===== src/hw/rtl/dcc_pkg.sv =====
`default_nettype none
// -----------------------------------------------------------------------------
// dcc_pkg
// Shared types and codes for the MSI directory coherence controller.
// -----------------------------------------------------------------------------
package dcc_pkg;

	localparam int CORES_DEF = 4;
	localparam int LINES_DEF = 4;
	localparam int DATA_W    = 32;
	localparam int CQ_DEPTH  = 2;
	localparam int OQ_DEPTH  = 2;

	// line / directory states
	localparam logic [1:0] ST_U = 2'd0;
	localparam logic [1:0] ST_S = 2'd1;
	localparam logic [1:0] ST_M = 2'd2;

	// message kinds
	localparam logic [1:0] MK_HIT   = 2'd0;
	localparam logic [1:0] MK_INV   = 2'd1;
	localparam logic [1:0] MK_DOWN  = 2'd2;
	localparam logic [1:0] MK_GRANT = 2'd3;

	// access class decided by the front end
	typedef enum logic [1:0] {
		CK_HIT_RD  = 2'd0,
		CK_HIT_WR  = 2'd1,
		CK_RD_MISS = 2'd2,
		CK_WR_MISS = 2'd3
	} cmd_kind_t;

	typedef struct packed {
		logic [1:0]        kind;
		logic [1:0]        tgt;
		logic [DATA_W-1:0] value;
		logic [1:0]        gst;
		logic              last;
	} msg_t;

endpackage
`default_nettype wire


===== src/hw/rtl/directory_coherence_controller.sv =====
// Path: an access is registered, classified and queued as a command; the back end
// emits its messages, reading line data first for read hits and each INV or DOWN.
// Flow: the front end holds one access at a time and is full until it is queued;
// the back end runs one command at a time and stalls while the output queue is full.
// Reset: asynchronous; directory valid bits and both queues clear at once,
// no clearing pass, the block accepts accesses right after reset.
`default_nettype none
// -----------------------------------------------------------------------------
// directory_coherence_controller
// MSI directory with per-core private line stores: front end classifies
// accesses and updates the directory, back end emits coherence messages.
// -----------------------------------------------------------------------------
module directory_coherence_controller #(
	parameter int CORES = dcc_pkg::CORES_DEF,
	parameter int LINES = dcc_pkg::LINES_DEF
) (
	input  wire logic                              clk,
	input  wire logic                              arst_n,
	input  wire logic                              push,
	output logic                                   full,
	input  wire logic                              func,
	input  wire logic [1:0]                        core_id,
	input  wire logic [1:0]                        addr,
	input  wire logic signed [dcc_pkg::DATA_W-1:0] write_value,
	input  wire logic signed [dcc_pkg::DATA_W-1:0] memory_value,
	output logic                                   empty,
	input  wire logic                              pop,
	output logic [1:0]                             msg_kind,
	output logic [1:0]                             target_core,
	output logic signed [dcc_pkg::DATA_W-1:0]      value,
	output logic [1:0]                             granted_state,
	output logic                                   last
);

	localparam int CW    = $clog2(CORES);
	localparam int AW    = (LINES > 1) ? $clog2(LINES) : 1;
	localparam int CMD_W = 2 + CW + AW + 2 * dcc_pkg::DATA_W + CW + CORES + 3;
	localparam int MSG_W = $bits(dcc_pkg::msg_t);

	logic             cq_push;
	logic             cq_full;
	logic [CMD_W-1:0] cq_wdata;
	logic             cq_pop;
	logic             cq_empty;
	logic [CMD_W-1:0] cq_rdata;
	logic             oq_push;
	logic             oq_full;
	dcc_pkg::msg_t    oq_wdata;
	dcc_pkg::msg_t    oq_rdata;

	dcc_front #(
		.CORES(CORES),
		.LINES(LINES),
		.CW   (CW),
		.AW   (AW),
		.CMD_W(CMD_W)
	) u_front (
		.clk         (clk),
		.arst_n      (arst_n),
		.push        (push),
		.full        (full),
		.func        (func),
		.core_id     (core_id),
		.addr        (addr),
		.write_value (write_value),
		.memory_value(memory_value),
		.cq_full     (cq_full),
		.cq_push     (cq_push),
		.cq_data     (cq_wdata)
	);

	dcc_fifo #(
		.W    (CMD_W),
		.DEPTH(dcc_pkg::CQ_DEPTH)
	) u_cmd_q (
		.clk   (clk),
		.arst_n(arst_n),
		.push  (cq_push),
		.wdata (cq_wdata),
		.full  (cq_full),
		.pop   (cq_pop),
		.rdata (cq_rdata),
		.empty (cq_empty)
	);

	dcc_back #(
		.CORES(CORES),
		.LINES(LINES),
		.CW   (CW),
		.AW   (AW),
		.CMD_W(CMD_W)
	) u_back (
		.clk     (clk),
		.arst_n  (arst_n),
		.cq_empty(cq_empty),
		.cq_pop  (cq_pop),
		.cq_data (cq_rdata),
		.oq_full (oq_full),
		.oq_push (oq_push),
		.oq_data (oq_wdata)
	);

	dcc_fifo #(
		.W    (MSG_W),
		.DEPTH(dcc_pkg::OQ_DEPTH)
	) u_msg_q (
		.clk   (clk),
		.arst_n(arst_n),
		.push  (oq_push),
		.wdata (oq_wdata),
		.full  (oq_full),
		.pop   (pop),
		.rdata (oq_rdata),
		.empty (empty)
	);

	assign msg_kind      = oq_rdata.kind;
	assign target_core   = oq_rdata.tgt;
	assign value         = oq_rdata.value;
	assign granted_state = oq_rdata.gst;
	assign last          = oq_rdata.last;

endmodule
`default_nettype wire


===== src/hw/rtl/dcc_ram.sv =====
`default_nettype none
// -----------------------------------------------------------------------------
// dcc_ram
// Generic single-write, single-read RAM with registered read data.
// -----------------------------------------------------------------------------
module dcc_ram #(
	parameter int WIDTH = 32,
	parameter int DEPTH = 4
) (
	input  wire logic                                  clk,
	input  wire logic                                  we,
	input  wire logic [(DEPTH > 1 ? $clog2(DEPTH) : 1)-1:0] waddr,
	input  wire logic [WIDTH-1:0]                      wdata,
	input  wire logic                                  re,
	input  wire logic [(DEPTH > 1 ? $clog2(DEPTH) : 1)-1:0] raddr,
	output logic      [WIDTH-1:0]                      rdata
);

	logic [WIDTH-1:0] mem_q [DEPTH];
	logic [WIDTH-1:0] rdata_q;

	always_ff @(posedge clk) begin
		if (we) begin
			mem_q[waddr] <= wdata;
		end
		if (re) begin
			rdata_q <= mem_q[raddr];
		end
	end

	assign rdata = rdata_q;

endmodule
`default_nettype wire


===== src/hw/rtl/dcc_fifo.sv =====
`default_nettype none
// -----------------------------------------------------------------------------
// dcc_fifo
// Small register queue with push/full and pop/empty sides.
// -----------------------------------------------------------------------------
module dcc_fifo #(
	parameter int W     = 8,
	parameter int DEPTH = 2
) (
	input  wire logic         clk,
	input  wire logic         arst_n,
	input  wire logic         push,
	input  wire logic [W-1:0] wdata,
	output logic              full,
	input  wire logic         pop,
	output logic [W-1:0]      rdata,
	output logic              empty
);

	localparam int PW = (DEPTH > 1) ? $clog2(DEPTH) : 1;
	localparam int CW = $clog2(DEPTH + 1);

	logic [W-1:0]  mem_q [DEPTH];
	logic [PW-1:0] wptr_q;
	logic [PW-1:0] rptr_q;
	logic [CW-1:0] count_q;
	logic          do_push;
	logic          do_pop;

	assign full    = (count_q == CW'(DEPTH));
	assign empty   = (count_q == '0);
	assign do_push = push && !full;
	assign do_pop  = pop && !empty;
	assign rdata   = mem_q[rptr_q];

	always_ff @(posedge clk) begin
		if (do_push) begin
			mem_q[wptr_q] <= wdata;
		end
	end

	always_ff @(posedge clk or negedge arst_n) begin
		if (!arst_n) begin
			wptr_q  <= '0;
			rptr_q  <= '0;
			count_q <= '0;
		end else begin
			if (do_push) begin
				wptr_q <= (wptr_q == PW'(DEPTH - 1)) ? '0 : wptr_q + PW'(1);
			end
			if (do_pop) begin
				rptr_q <= (rptr_q == PW'(DEPTH - 1)) ? '0 : rptr_q + PW'(1);
			end
			if (do_push && !do_pop) begin
				count_q <= count_q + CW'(1);
			end else if (do_pop && !do_push) begin
				count_q <= count_q - CW'(1);
			end
		end
	end

endmodule
`default_nettype wire


===== src/hw/rtl/dcc_front.sv =====
`default_nettype none
// -----------------------------------------------------------------------------
// dcc_front
// Accepts accesses, looks up and updates the directory, classifies each
// access and queues a command for the back end.
// -----------------------------------------------------------------------------
module dcc_front #(
	parameter int CORES = dcc_pkg::CORES_DEF,
	parameter int LINES = dcc_pkg::LINES_DEF,
	parameter int CW    = $clog2(CORES),
	parameter int AW    = (LINES > 1) ? $clog2(LINES) : 1,
	parameter int CMD_W = 2 + CW + AW + 2 * dcc_pkg::DATA_W + CW + CORES + 3
) (
	input  wire logic                              clk,
	input  wire logic                              arst_n,
	input  wire logic                              push,
	output logic                                   full,
	input  wire logic                              func,
	input  wire logic [1:0]                        core_id,
	input  wire logic [1:0]                        addr,
	input  wire logic signed [dcc_pkg::DATA_W-1:0] write_value,
	input  wire logic signed [dcc_pkg::DATA_W-1:0] memory_value,
	input  wire logic                              cq_full,
	output logic                                   cq_push,
	output logic [CMD_W-1:0]                       cq_data
);

	localparam int DW = 2 + CW + CORES;

	typedef struct packed {
		dcc_pkg::cmd_kind_t          kind;
		logic [CW-1:0]               req;
		logic [AW-1:0]               a;
		logic [dcc_pkg::DATA_W-1:0]  wval;
		logic [dcc_pkg::DATA_W-1:0]  mval;
		logic [CW-1:0]               own;
		logic [CORES-1:0]            mask;
		logic [1:0]                  hit_st;
		logic                        down;
	} cmd_t;

	typedef enum logic [1:0] {
		F_IDLE  = 2'b01,
		F_CLASS = 2'b10
	} fstate_t;

	fstate_t                    state_q;
	logic                       wr_q;
	logic [CW-1:0]              req_q;
	logic [AW-1:0]              a_q;
	logic [dcc_pkg::DATA_W-1:0] wval_q;
	logic [dcc_pkg::DATA_W-1:0] mval_q;
	logic [LINES-1:0]           dvalid_q;

	logic [4:0]       core_t;
	logic [8:0]       addr_t;
	logic [CW-1:0]    req_in;
	logic [AW-1:0]    a_in;
	logic             accept;
	logic [DW-1:0]    dir_rdata;
	logic [DW-1:0]    entry;
	logic [DW-1:0]    new_entry;
	logic [1:0]       st;
	logic [CW-1:0]    own;
	logic [CORES-1:0] shr;
	logic [CORES-1:0] req_bit;
	logic [CORES-1:0] own_bit;
	logic             line_ok;
	logic             dir_we;
	cmd_t             cmd;

	assign full   = (state_q == F_CLASS);
	assign accept = push && (state_q == F_IDLE);

	// fold the incoming core and line indexes into range
	always_comb begin
		core_t = {3'b000, core_id};
		for (int i = 0; i < 2; i++) begin
			if (core_t >= 5'(CORES)) begin
				core_t = core_t - 5'(CORES);
			end
		end
		addr_t = {7'b0000000, addr};
		for (int i = 0; i < 3; i++) begin
			if (addr_t >= 9'(LINES)) begin
				addr_t = addr_t - 9'(LINES);
			end
		end
		req_in = core_t[CW-1:0];
		a_in   = addr_t[AW-1:0];
	end

	dcc_ram #(
		.WIDTH(DW),
		.DEPTH(LINES)
	) u_dir (
		.clk  (clk),
		.we   (dir_we),
		.waddr(a_q),
		.wdata(new_entry),
		.re   (accept),
		.raddr(a_in),
		.rdata(dir_rdata)
	);

	always_comb begin
		entry   = dvalid_q[a_q] ? dir_rdata : '0;
		st      = entry[DW-1 -: 2];
		own     = entry[CORES +: CW];
		shr     = entry[CORES-1:0];
		req_bit = CORES'(1) << req_q;
		own_bit = CORES'(1) << own;
		line_ok = ((st == dcc_pkg::ST_S) && shr[req_q]) ||
		          ((st == dcc_pkg::ST_M) && (own == req_q));

		cmd        = '0;
		cmd.req    = req_q;
		cmd.a      = a_q;
		cmd.wval   = wval_q;
		cmd.mval   = mval_q;
		cmd.own    = own;
		cmd.hit_st = (st == dcc_pkg::ST_M) ? dcc_pkg::ST_M : dcc_pkg::ST_S;
		new_entry  = entry;

		if (!wr_q && line_ok) begin
			cmd.kind = dcc_pkg::CK_HIT_RD;
		end else if (wr_q && line_ok && (st == dcc_pkg::ST_M)) begin
			cmd.kind = dcc_pkg::CK_HIT_WR;
		end else if (!wr_q) begin
			cmd.kind  = dcc_pkg::CK_RD_MISS;
			cmd.down  = (st == dcc_pkg::ST_M);
			new_entry = {dcc_pkg::ST_S, CW'(0),
			             ((st == dcc_pkg::ST_M) ? own_bit : shr) | req_bit};
		end else begin
			cmd.kind = dcc_pkg::CK_WR_MISS;
			if (st == dcc_pkg::ST_S) begin
				cmd.mask = shr & ~req_bit;
			end else if (st == dcc_pkg::ST_M) begin
				cmd.mask = own_bit;
			end
			new_entry = {dcc_pkg::ST_M, req_q, CORES'(0)};
		end
	end

	assign cq_push = (state_q == F_CLASS) && !cq_full;
	assign dir_we  = cq_push;
	assign cq_data = cmd;

	always_ff @(posedge clk) begin
		if (accept) begin
			wr_q   <= func;
			req_q  <= req_in;
			a_q    <= a_in;
			wval_q <= write_value;
			mval_q <= memory_value;
		end
	end

	always_ff @(posedge clk or negedge arst_n) begin
		if (!arst_n) begin
			state_q  <= F_IDLE;
			dvalid_q <= '0;
		end else begin
			case (state_q)
				F_IDLE: begin
					if (accept) begin
						state_q <= F_CLASS;
					end
				end
				F_CLASS: begin
					// hold until the command queue takes the transfer
					if (cq_push) begin
						dvalid_q[a_q] <= 1'b1;
						state_q       <= F_IDLE;
					end
				end
				default: begin
					state_q <= F_IDLE;
				end
			endcase
		end
	end

endmodule
`default_nettype wire


===== src/hw/rtl/dcc_back.sv =====
`default_nettype none
// -----------------------------------------------------------------------------
// dcc_back
// Executes queued commands against the private line stores and emits
// the hit, invalidate, downgrade and grant messages in order.
// -----------------------------------------------------------------------------
module dcc_back #(
	parameter int CORES = dcc_pkg::CORES_DEF,
	parameter int LINES = dcc_pkg::LINES_DEF,
	parameter int CW    = $clog2(CORES),
	parameter int AW    = (LINES > 1) ? $clog2(LINES) : 1,
	parameter int CMD_W = 2 + CW + AW + 2 * dcc_pkg::DATA_W + CW + CORES + 3
) (
	input  wire logic               clk,
	input  wire logic               arst_n,
	input  wire logic               cq_empty,
	output logic                    cq_pop,
	input  wire logic [CMD_W-1:0]   cq_data,
	input  wire logic               oq_full,
	output logic                    oq_push,
	output dcc_pkg::msg_t           oq_data
);

	localparam int LD = CORES * LINES;
	localparam int LW = $clog2(LD);

	typedef struct packed {
		dcc_pkg::cmd_kind_t          kind;
		logic [CW-1:0]               req;
		logic [AW-1:0]               a;
		logic [dcc_pkg::DATA_W-1:0]  wval;
		logic [dcc_pkg::DATA_W-1:0]  mval;
		logic [CW-1:0]               own;
		logic [CORES-1:0]            mask;
		logic [1:0]                  hit_st;
		logic                        down;
	} cmd_t;

	typedef enum logic [2:0] {
		B_IDLE = 3'b001,
		B_NEXT = 3'b010,
		B_EMIT = 3'b100
	} bstate_t;

	function automatic logic [LW-1:0] line_addr(input logic [CW-1:0] c,
	                                             input logic [AW-1:0] a);
		line_addr = LW'(LW'(c) * LW'(LINES) + LW'(a));
	endfunction

	function automatic logic [1:0] tgt2(input logic [CW-1:0] c);
		logic [CW+1:0] ext;
		ext  = {2'b00, c};
		tgt2 = ext[1:0];
	endfunction

	bstate_t                    state_q, state_d;
	cmd_t                       cmd_q, cmd_in;
	logic [CORES-1:0]           mask_q, mask_d;
	logic [dcc_pkg::DATA_W-1:0] data_q, data_d;
	logic                       down_q, down_d;
	logic [1:0]                 pkind_q, pkind_d;
	logic [CW-1:0]              ptgt_q, ptgt_d;
	logic [1:0]                 pgst_q, pgst_d;
	logic                       plast_q, plast_d;

	logic                       ram_we;
	logic [LW-1:0]              ram_waddr;
	logic [dcc_pkg::DATA_W-1:0] ram_wdata;
	logic                       ram_re;
	logic [LW-1:0]              ram_raddr;
	logic [dcc_pkg::DATA_W-1:0] ram_rdata;
	logic [CW-1:0]              low_c;

	assign cmd_in = cq_data;

	dcc_ram #(
		.WIDTH(dcc_pkg::DATA_W),
		.DEPTH(LD)
	) u_lines (
		.clk  (clk),
		.we   (ram_we),
		.waddr(ram_waddr),
		.wdata(ram_wdata),
		.re   (ram_re),
		.raddr(ram_raddr),
		.rdata(ram_rdata)
	);

	// lowest pending invalidation target
	always_comb begin
		low_c = '0;
		for (int i = CORES - 1; i >= 0; i--) begin
			if (mask_q[i]) begin
				low_c = CW'(i);
			end
		end
	end

	always_comb begin
		state_d   = state_q;
		mask_d    = mask_q;
		data_d    = data_q;
		down_d    = down_q;
		pkind_d   = pkind_q;
		ptgt_d    = ptgt_q;
		pgst_d    = pgst_q;
		plast_d   = plast_q;
		cq_pop    = 1'b0;
		oq_push   = 1'b0;
		oq_data   = '0;
		ram_we    = 1'b0;
		ram_waddr = line_addr(cmd_q.req, cmd_q.a);
		ram_wdata = '0;
		ram_re    = 1'b0;
		ram_raddr = line_addr(cmd_q.req, cmd_q.a);

		case (state_q)
			B_IDLE: begin
				if (!cq_empty) begin
					cq_pop  = 1'b1;
					mask_d  = cmd_in.mask;
					data_d  = cmd_in.mval;
					down_d  = cmd_in.down;
					state_d = B_NEXT;
				end
			end
			B_NEXT: begin
				case (cmd_q.kind)
					dcc_pkg::CK_HIT_RD: begin
						ram_re  = 1'b1;
						pkind_d = dcc_pkg::MK_HIT;
						ptgt_d  = cmd_q.req;
						pgst_d  = cmd_q.hit_st;
						plast_d = 1'b1;
						state_d = B_EMIT;
					end
					dcc_pkg::CK_HIT_WR: begin
						if (!oq_full) begin
							ram_we    = 1'b1;
							ram_wdata = cmd_q.wval;
							oq_push   = 1'b1;
							oq_data   = '{dcc_pkg::MK_HIT, tgt2(cmd_q.req), cmd_q.wval,
							              dcc_pkg::ST_M, 1'b1};
							state_d   = B_IDLE;
						end
					end
					dcc_pkg::CK_RD_MISS: begin
						if (down_q) begin
							// fetch the owner's dirty copy to forward
							ram_re    = 1'b1;
							ram_raddr = line_addr(cmd_q.own, cmd_q.a);
							down_d    = 1'b0;
							pkind_d   = dcc_pkg::MK_DOWN;
							ptgt_d    = cmd_q.own;
							pgst_d    = dcc_pkg::ST_S;
							plast_d   = 1'b0;
							state_d   = B_EMIT;
						end else if (!oq_full) begin
							ram_we    = 1'b1;
							ram_wdata = data_q;
							oq_push   = 1'b1;
							oq_data   = '{dcc_pkg::MK_GRANT, tgt2(cmd_q.req), data_q,
							              dcc_pkg::ST_S, 1'b1};
							state_d   = B_IDLE;
						end
					end
					dcc_pkg::CK_WR_MISS: begin
						if (mask_q != '0) begin
							ram_re    = 1'b1;
							ram_raddr = line_addr(low_c, cmd_q.a);
							mask_d    = mask_q & ~(CORES'(1) << low_c);
							pkind_d   = dcc_pkg::MK_INV;
							ptgt_d    = low_c;
							pgst_d    = dcc_pkg::ST_U;
							plast_d   = 1'b0;
							state_d   = B_EMIT;
						end else if (!oq_full) begin
							ram_we    = 1'b1;
							ram_wdata = cmd_q.wval;
							oq_push   = 1'b1;
							oq_data   = '{dcc_pkg::MK_GRANT, tgt2(cmd_q.req), cmd_q.wval,
							              dcc_pkg::ST_M, 1'b1};
							state_d   = B_IDLE;
						end
					end
					default: begin
						state_d = B_IDLE;
					end
				endcase
			end
			B_EMIT: begin
				// read data holds while the output queue is full
				if (!oq_full) begin
					oq_push = 1'b1;
					oq_data = '{pkind_q, tgt2(ptgt_q), ram_rdata, pgst_q, plast_q};
					data_d  = ram_rdata;
					state_d = plast_q ? B_IDLE : B_NEXT;
				end
			end
			default: begin
				state_d = B_IDLE;
			end
		endcase
	end

	always_ff @(posedge clk) begin
		if (cq_pop) begin
			cmd_q <= cmd_in;
		end
		mask_q  <= mask_d;
		data_q  <= data_d;
		down_q  <= down_d;
		pkind_q <= pkind_d;
		ptgt_q  <= ptgt_d;
		pgst_q  <= pgst_d;
		plast_q <= plast_d;
	end

	always_ff @(posedge clk or negedge arst_n) begin
		if (!arst_n) begin
			state_q <= B_IDLE;
		end else begin
			state_q <= state_d;
		end
	end

endmodule
`default_nettype wire

===== config.mk =====
export PLATFORM = sky130hd
export DESIGN_NAME = directory_coherence_controller
export DESIGN_NICKNAME = d
export VERILOG_FILES = /design/src/hw/rtl/dcc_pkg.sv /design/src/hw/rtl/directory_coherence_controller.sv /design/src/hw/rtl/dcc_ram.sv /design/src/hw/rtl/dcc_fifo.sv /design/src/hw/rtl/dcc_front.sv /design/src/hw/rtl/dcc_back.sv
export SDC_FILE = /design/constraint.sdc
export NUM_CORES = 1
export LEC_CHECK = 0
export ABC_AREA = 1
export BUFFER_PORTS_ARGS = -buffer_cell sky130_fd_sc_hd__buf_2
export CAP_MARGIN = 20
export CORE_MARGIN = 5
export CORE_UTILIZATION = 50
export CTS_CLUSTER_SIZE = 24
export DETAILED_ROUTE_END_ITERATION = 8
export HOLD_SLACK_MARGIN = 0.03
export PLACE_DENSITY = 0.76
export SLEW_MARGIN = 0
export SYNTH_ARGS = -nofsm -noshare
export SYNTH_HDL_FRONTEND = slang
export SYNTH_SLANG_ARGS = --single-unit

===== constraint.sdc =====
create_clock -name clk -period 9 [get_ports clk]
set_input_delay 0.9 -clock clk [delete_from_list [all_inputs] [get_ports clk]]
set_output_delay 0.9 -clock clk [all_outputs]
set_load 0.01 [all_outputs]

# Word-level counts from Yosys, hierarchy flattened
# Memory sizes are Yosys's and may differ from the RTL's. A register that Yosys moved wholly into a read port is not among the register bits.
# Cells that the tools add are included.
# W data, S select, Z words.
[op_classes] n_addsub=11 order_cmp=3 n_eq_ne=22 shift=3 muxes=106 bitwise_logic=6 n_reduce_logical=42
[ops] cell="$mux W32" count=7
[ops] cell="$mux W39" count=5
[ops] cell="$pmux W39 S3" count=1
[ops] cell="$pmux W32 S3" count=1
[ops] cell="$pmux W39 S2" count=1
[ops] cell="$pmux W32 S2" count=1
[ops] cell="$mux W4" count=12
[ops] cell="$mux W2" count=20
[ops] cell="$mux W37" count=1
[ops] cell="$mux W1" count=32
[ops] cell="$mux W8" count=4
[ops] cell="$pmux W2 S3" count=3
[ops] cell="$logic_and A1 B1 Y1" count=16
[ops] cell="$pmux W4 S2" count=2
[ops] cell="$mux W3" count=5
[ops] cell="$add A4 B2 Y4" count=3
[ops] cell="$eq A2 B2 Y1 const B" count=6
[ops] cell="$ne A2 B1 Y1 const B" count=6
[ops] cell="$pmux W3 S4" count=1
[ops] cell="$shl A1 B2 Y4 const A" count=3
[ops] cell="$logic_not A1 Y1" count=9
[ops] cell="$pmux W1 S3" count=3
[ops] cell="$pmux W3 S3" count=1
[ops] cell="$and A4 B4 Y4" count=2
[ops] cell="25 further kinds" count=48
[word_totals] regBits=172 ram_bits=780 inputBits=73 out_inout_bits=41 word_cells=224 n_memories=4
[memory_table] name="u_back.u_lines.mem_q" words=16 width=32 read_ports=1 rd_ports_with_merged_regs=1 wr=1 line_no="dcc_ram.sv:19" text="logic [WIDTH-1:0] mem_q [DEPTH];"
[memory_table] name="u_cmd_q.mem_q" words=2 width=79 read_ports=1 rd_ports_with_merged_regs=0 wr=1 line_no="dcc_fifo.sv:23" text="logic [W-1:0] mem_q [DEPTH];"
[memory_table] name="u_msg_q.mem_q" words=2 width=39 read_ports=1 rd_ports_with_merged_regs=0 wr=1 line_no="dcc_fifo.sv:23"
[memory_table] name="u_front.u_dir.mem_q" words=4 width=8 read_ports=1 rd_ports_with_merged_regs=1 wr=1 line_no="dcc_ram.sv:19"

# Depth between registers and ports, before layout
[depth] ltp_word=11 ltp_mapped=16 ltp_nobuf=13

# By module
# Synthesis repeated with hierarchy kept, for this count alone.
[hier_totals] cells_unflattened=3683 hier_area_um2=41198.3
[modules_own_cells] mod="dcc_ram (u_back.u_lines)" n_inst=1 cells_per_inst=2120 area_per_inst_um2=23050.9 seq_area_each_um2=16335.7
[modules_own_cells] mod="dcc_fifo (u_cmd_q)" n_inst=1 cells_per_inst=444 area_per_inst_um2=5982.0 seq_area_each_um2=4844.6
[modules_own_cells] mod="dcc_back" n_inst=1 cells_per_inst=551 area_per_inst_um2=4631.9 seq_area_each_um2=2658.8
[modules_own_cells] mod="dcc_fifo (u_msg_q)" n_inst=1 cells_per_inst=236 area_per_inst_um2=3070.4 seq_area_each_um2=2442.3
[modules_own_cells] mod="dcc_front" n_inst=1 cells_per_inst=191 area_per_inst_um2=2835.2 seq_area_each_um2=2223.4
[modules_own_cells] mod="dcc_ram (u_front.u_dir)" n_inst=1 cells_per_inst=141 area_per_inst_um2=1627.8 seq_area_each_um2=1201.2

# Worst setup path after synthesis
# Ideal clock, no wire load.
[synth_path] path_type="reg-to-reg" start="register u_front.state_q[0]" end="memory u_cmd_q.mem_q[1][0] (netlist name), enable pin" setup_ps=519 arrival_time_ps=4102 required_time_ps=8481 setup_slack_ps=4379 stages_incl_launch_ff=4 n_path_buf=0 period_less_slack_ps=4621 path_cell_list="dfstp_2 nor2_1 nand2_1 nor2_1"
[synth_between] elab_chain_len=5
[synth_rtl] element="start, declared" line_no="dcc_front.sv:47" text="fstate_t state_q;"
[synth_rtl] element="start signal, assigned" line_no="dcc_front.sv:161" text="state_q <= F_IDLE;"
[synth_rtl] element="start signal, assigned" line_no="dcc_front.sv:167" text="state_q <= F_CLASS;"
[synth_rtl] element="start signal, assigned" line_no="dcc_front.sv:174" text="state_q <= F_IDLE;"
[synth_rtl] element="$eq A2 B2 Y1"
[synth_rtl] element="net full" line_no="directory_coherence_controller.sv:20" text="output logic full,"
[synth_rtl] element="$logic_and A1 B1 Y1" line_no="dcc_front.sv:145" text="assign cq_push = (state_q == F_CLASS) && !cq_full;"
[synth_rtl] element="$logic_and A1 B1 Y1" line_no="dcc_fifo.sv:32" text="assign do_push = push && !full;"
[synth_rtl] element="$mux W1" line_no="dcc_fifo.sv:37" text="if (do_push) begin"
[synth_rtl] element="$mux W1 (implied by the code)" line_no="dcc_fifo.sv:38" text="mem_q[wptr_q] <= wdata;"
[synth_rtl] element="end, declared" line_no="dcc_fifo.sv:23"
# The timed path passes the listed nets, and every way through them passes these cells.

# Worst setup path in the final report
[layout_path] start="register u_back.state_q[2]" end="memory u_back.u_lines.mem_q[36][20] (netlist: u_back.u_lines.mem_q[9][20]), enable pin"
[layout_between] elab_chain_len=4
[layout_rtl] element="start, declared" line_no="dcc_back.sv:56" text="bstate_t state_q, state_d;"
[layout_rtl] element="start signal, assigned" line_no="dcc_back.sv:223" text="state_q <= state_d;"
[layout_rtl] element="$eq A3 B2 Y1" line_no="dcc_back.sv:117" text="case (state_q)"
[layout_rtl] element="$mux W1" line_no="dcc_back.sv:117"
[layout_rtl] element="$mux W1" line_no="dcc_ram.sv:23" text="if (we) begin"
[layout_rtl] element="$mux W1 (implied by the code)" line_no="dcc_ram.sv:24" text="mem_q[waddr] <= wdata;"
[layout_rtl] element="end, declared" line_no="dcc_ram.sv:19"
# No other way between the ends.

==> flow_metrics.py <==
metrics = {
    "synth": {
        "synth_flop_cell": "edfxtp_1",
        "ys_seq_elements": 992,
        "synth_cells": 2630,
        "synth_nets": 2705,
        "syn_area_per_cell_um2": 14.3,
        "seq_area_frac_synth_pct": 79.0,
        "yosysWarnings": 0,
        "synth-edff-count": 975,
        "synth_area_um2": 37600,
        "synthArstFlopShare_pct": 1.71,
        "yosysUniqueCellTypes": 43,
    },
    "cts": {
        "cts_tree": "built",
        "cts-htree-levels": 3,
        "cts.sinks": 992,
        "ctsLongestPathBuffers": 3,
        "ctsHoldBuffers": 0,
        "path_clk_slew_ps": 70,
        "cts_buffers": 90,
        "post_cts_buffers": 0,
        "ctsRootBufferMaster": "clkbuf_16",
        "clk_latency_ps": 640,
        "ctsResizeCount": 0,
    },
    "placed_design": {
        "numPortBuffers": 113,
        "dp_hpwl_um": 50400,
        "globalplace.congestion": 0.901,
    },
    "sta": {
        "finalSetupTns_ps": 0,
        "hold_violations": 0,
        "period_share_pct": 50.5,
        "maxSlewHeadroom_pct": 21.6,
        "rsz0062_at_grt": "no",
        "timing.final.crit_period_ps": 4550,
        "tightest_slew_ps": 1170,
        "max_freq_ghz": 0.220,
        "setup_viol": 0,
        "final-max-slew-violation-count": 0,
        "skew_ps": 25.7,
    },
    "setup_path": {
        "critical_path_class": "flop to flop",
        "arrival_ps": 4790,
        "reg2reg_slack_ps": 4450,
        "crit_required_ps": 9240,
        "worst_setup_path_end_kind": "flop",
        "path_max_fanout": 37,
        "reg2reg_from": "u_back.state_q[2]$_DFFE_PN0P_",
        "startpoint": "u_back.state_q[2]$_DFFE_PN0P_",
        "regToRegEndpoint": "u_back.u_lines.mem_q[9][20]$_DFFE_PP_",
        "setup.worst_path.start_class": "flop",
        "ff2ff_path_depth": 9,
    },
    "grt": {
        "grt.overflow.total": 0,
        "antenna_found_initial": 2,
        "grt_max_degree": 83,
        "track_usage_pct": 21.3,
        "grt_pass1_wl_um": 134000,
        "grt_pass1_vias": 22865,
    },
    "floorplan": {
        "die_w_um": 284,
        "pin_count": 114,
        "start_util_pct": 50.5,
        "die_y_um": 284,
        "rows": 100,
        "core_area_um2": 74400,
        "dieArea_um2": 80700,
    },
    "route": {
        "wl_per_cell_um": 23.6,
        "dr_total_vias": 22812,
        "drt_iter0_drc": 2974,
        "vias_per_cell": 6.03,
        "drc_errors": 0,
        "postRouteAntennaNets": 0,
        "dr.pass1.iters": 6,
        "wirelength_um": 89100,
    },
    "power": {
        "finalPower_mw": 13.7,
        "peakVddDrop_v": 0.000210,
        "leakagePower_nw": 14.1,
        "pwr_density_cell_nw_per_um2": 321,
    },
    "worst_hold_path": {
        "hold_class": "input pin to asynchronous set/reset pin",
    },
    "final_layout": {
        "final_common_cell": "edfxtp_1",
        "n_antenna_cell": 0,
        "final_cell_mix": "edfxtp_1, nand2_1, nand3_1",
        "syn_to_final_growth_pct": 13.4,
        "layout-drive-gt1-share_pct": 12.9,
        "final_nets": 2818,
    },
    "run": {
        "drv_cap": 0,
    },
    "run_status": {
        "status": "finished clean",
    },
}
cell usage after synthesis, types with 14 or more instances:
| library cell | number | area share [%] |
|---|---|---|
| o211ai_1 | 54 | 1.1 |
| a21oi_1 | 34 | 0.45 |
| nor2_1 | 149 | 1.5 |
| nand4_1 | 79 | 1.3 |
| inv_1 | 50 | 0.50 |
| o22ai_1 | 14 | 0.23 |
| nand2_1 | 606 | 6.1 |
| o31ai_1 | 35 | 0.70 |
| dfrtp_1 | 15 | 1.0 |
| edfxtp_1 | 975 | 78 |
| inv_2 | 18 | 0.18 |
| clkbuf_1 | 104 | 1.0 |
| a22oi_1 | 115 | 2.3 |
| nand3_1 | 254 | 3.4 |
| buf_2 | 14 | 0.19 |
| o21ai_0 | 27 | 0.36 |
critical path, cell delays in order, from the launching register on:
cell,delay (ps)
dfrtp_1,380
inv_1,90
nand3_1,600
inv_2,940
o21ai_1,200
nor2_1,230
nand2_1,170
inv_2,130
nand3_1,360
nor2_4,1020
worst max-delay path by stage:
stage	to	slack, ps	depth (start not counted)
after global routing	u_back.u_lines.mem_q[9][15]$_DFFE_PP_	4170	9
after floorplan	u_cmd_q.mem_q[1][0]$_DFFE_PP_	4380	3
after global placement	u_back.u_lines.mem_q[13][20]$_DFFE_PP_	4390	4
final	u_back.u_lines.mem_q[9][20]$_DFFE_PP_	4450	9
after CTS	u_back.u_lines.mem_q[11][17]$_DFFE_PP_	4470	9
after detailed placement	u_back.u_lines.mem_q[12][14]$_DFFE_PP_	4510	9
cell families (layout without fill, tap and decap cells):
logic type / count (synthesis) / in the layout / share of synthesized area (%)
compound gates: 304 / 304 / 5.66
xor+xnor: 6 / 6 / 0.140
simple gates: 1113 / 1113 / 12.7
fa+ha+maj: 2 / 2 / 0.0666
buf+inv: 213 / 398 / 2.34
flops: 992 / 992 / 79.0
flip-flops by register name, summed over array words and instances (netlist names), 8 cells and up:
register	count
u_back.u_lines.mem_q	512
u_back.data_q	32
u_front.mval_q	32
u_front.u_dir.rdata	8
u_front.wval_q	32
u_front.u_dir.mem_q	32
u_cmd_q.mem_q	158
u_msg_q.mem_q	78
u_back.cmd_q	42
u_back.u_lines.rdata	32
through the flow:
stage          instances  hold WS [ps]  worst slack (ps)  area [um^2]  utilization (%)
2_1_floorplan       2630           421              4380        37600                -
3_3_place_gp        3604           425              4390        39200             52.7
3_5_place_dp        3608           430              4510        39300             52.8
4_1_cts             3772           159              4470        42400             57.0
5_1_grt             3784           190              4170        42600             57.2
6_report            3784           196              4450        42600             57.2
power by group:
part	leakage, nW	internal [mW]	switching [mW]	total, mW
Sequential	8.25	5.85	0.281	6.13
Clock	1.49	2.36	1.64	4.00
Combinational	4.33	0.994	2.57	3.56
Total	14.1	9.20	4.49	13.7
area by class of cell:
class | count | area (um^2)
flip-flops and latches | 992 | 29700
clock buffers | 105 | 2350
well taps | 969 | 1210
clock inverters | 59 | 732
fillers | 5355 | 31800
repair buffers | 164 | 1150
multi-input cells | 1425 | 7200
inverters | 70 | 268
per-layer routing:
layer,up-vias,wire (um),global-route usage (%)
met1,11084,33700,28.6
met4,2,3300,7.38
met5,-,13,0
li1,10010,-,-
met2,1488,42800,34.5
met3,228,9320,5.16
Power figures use the tool's default switching activity.
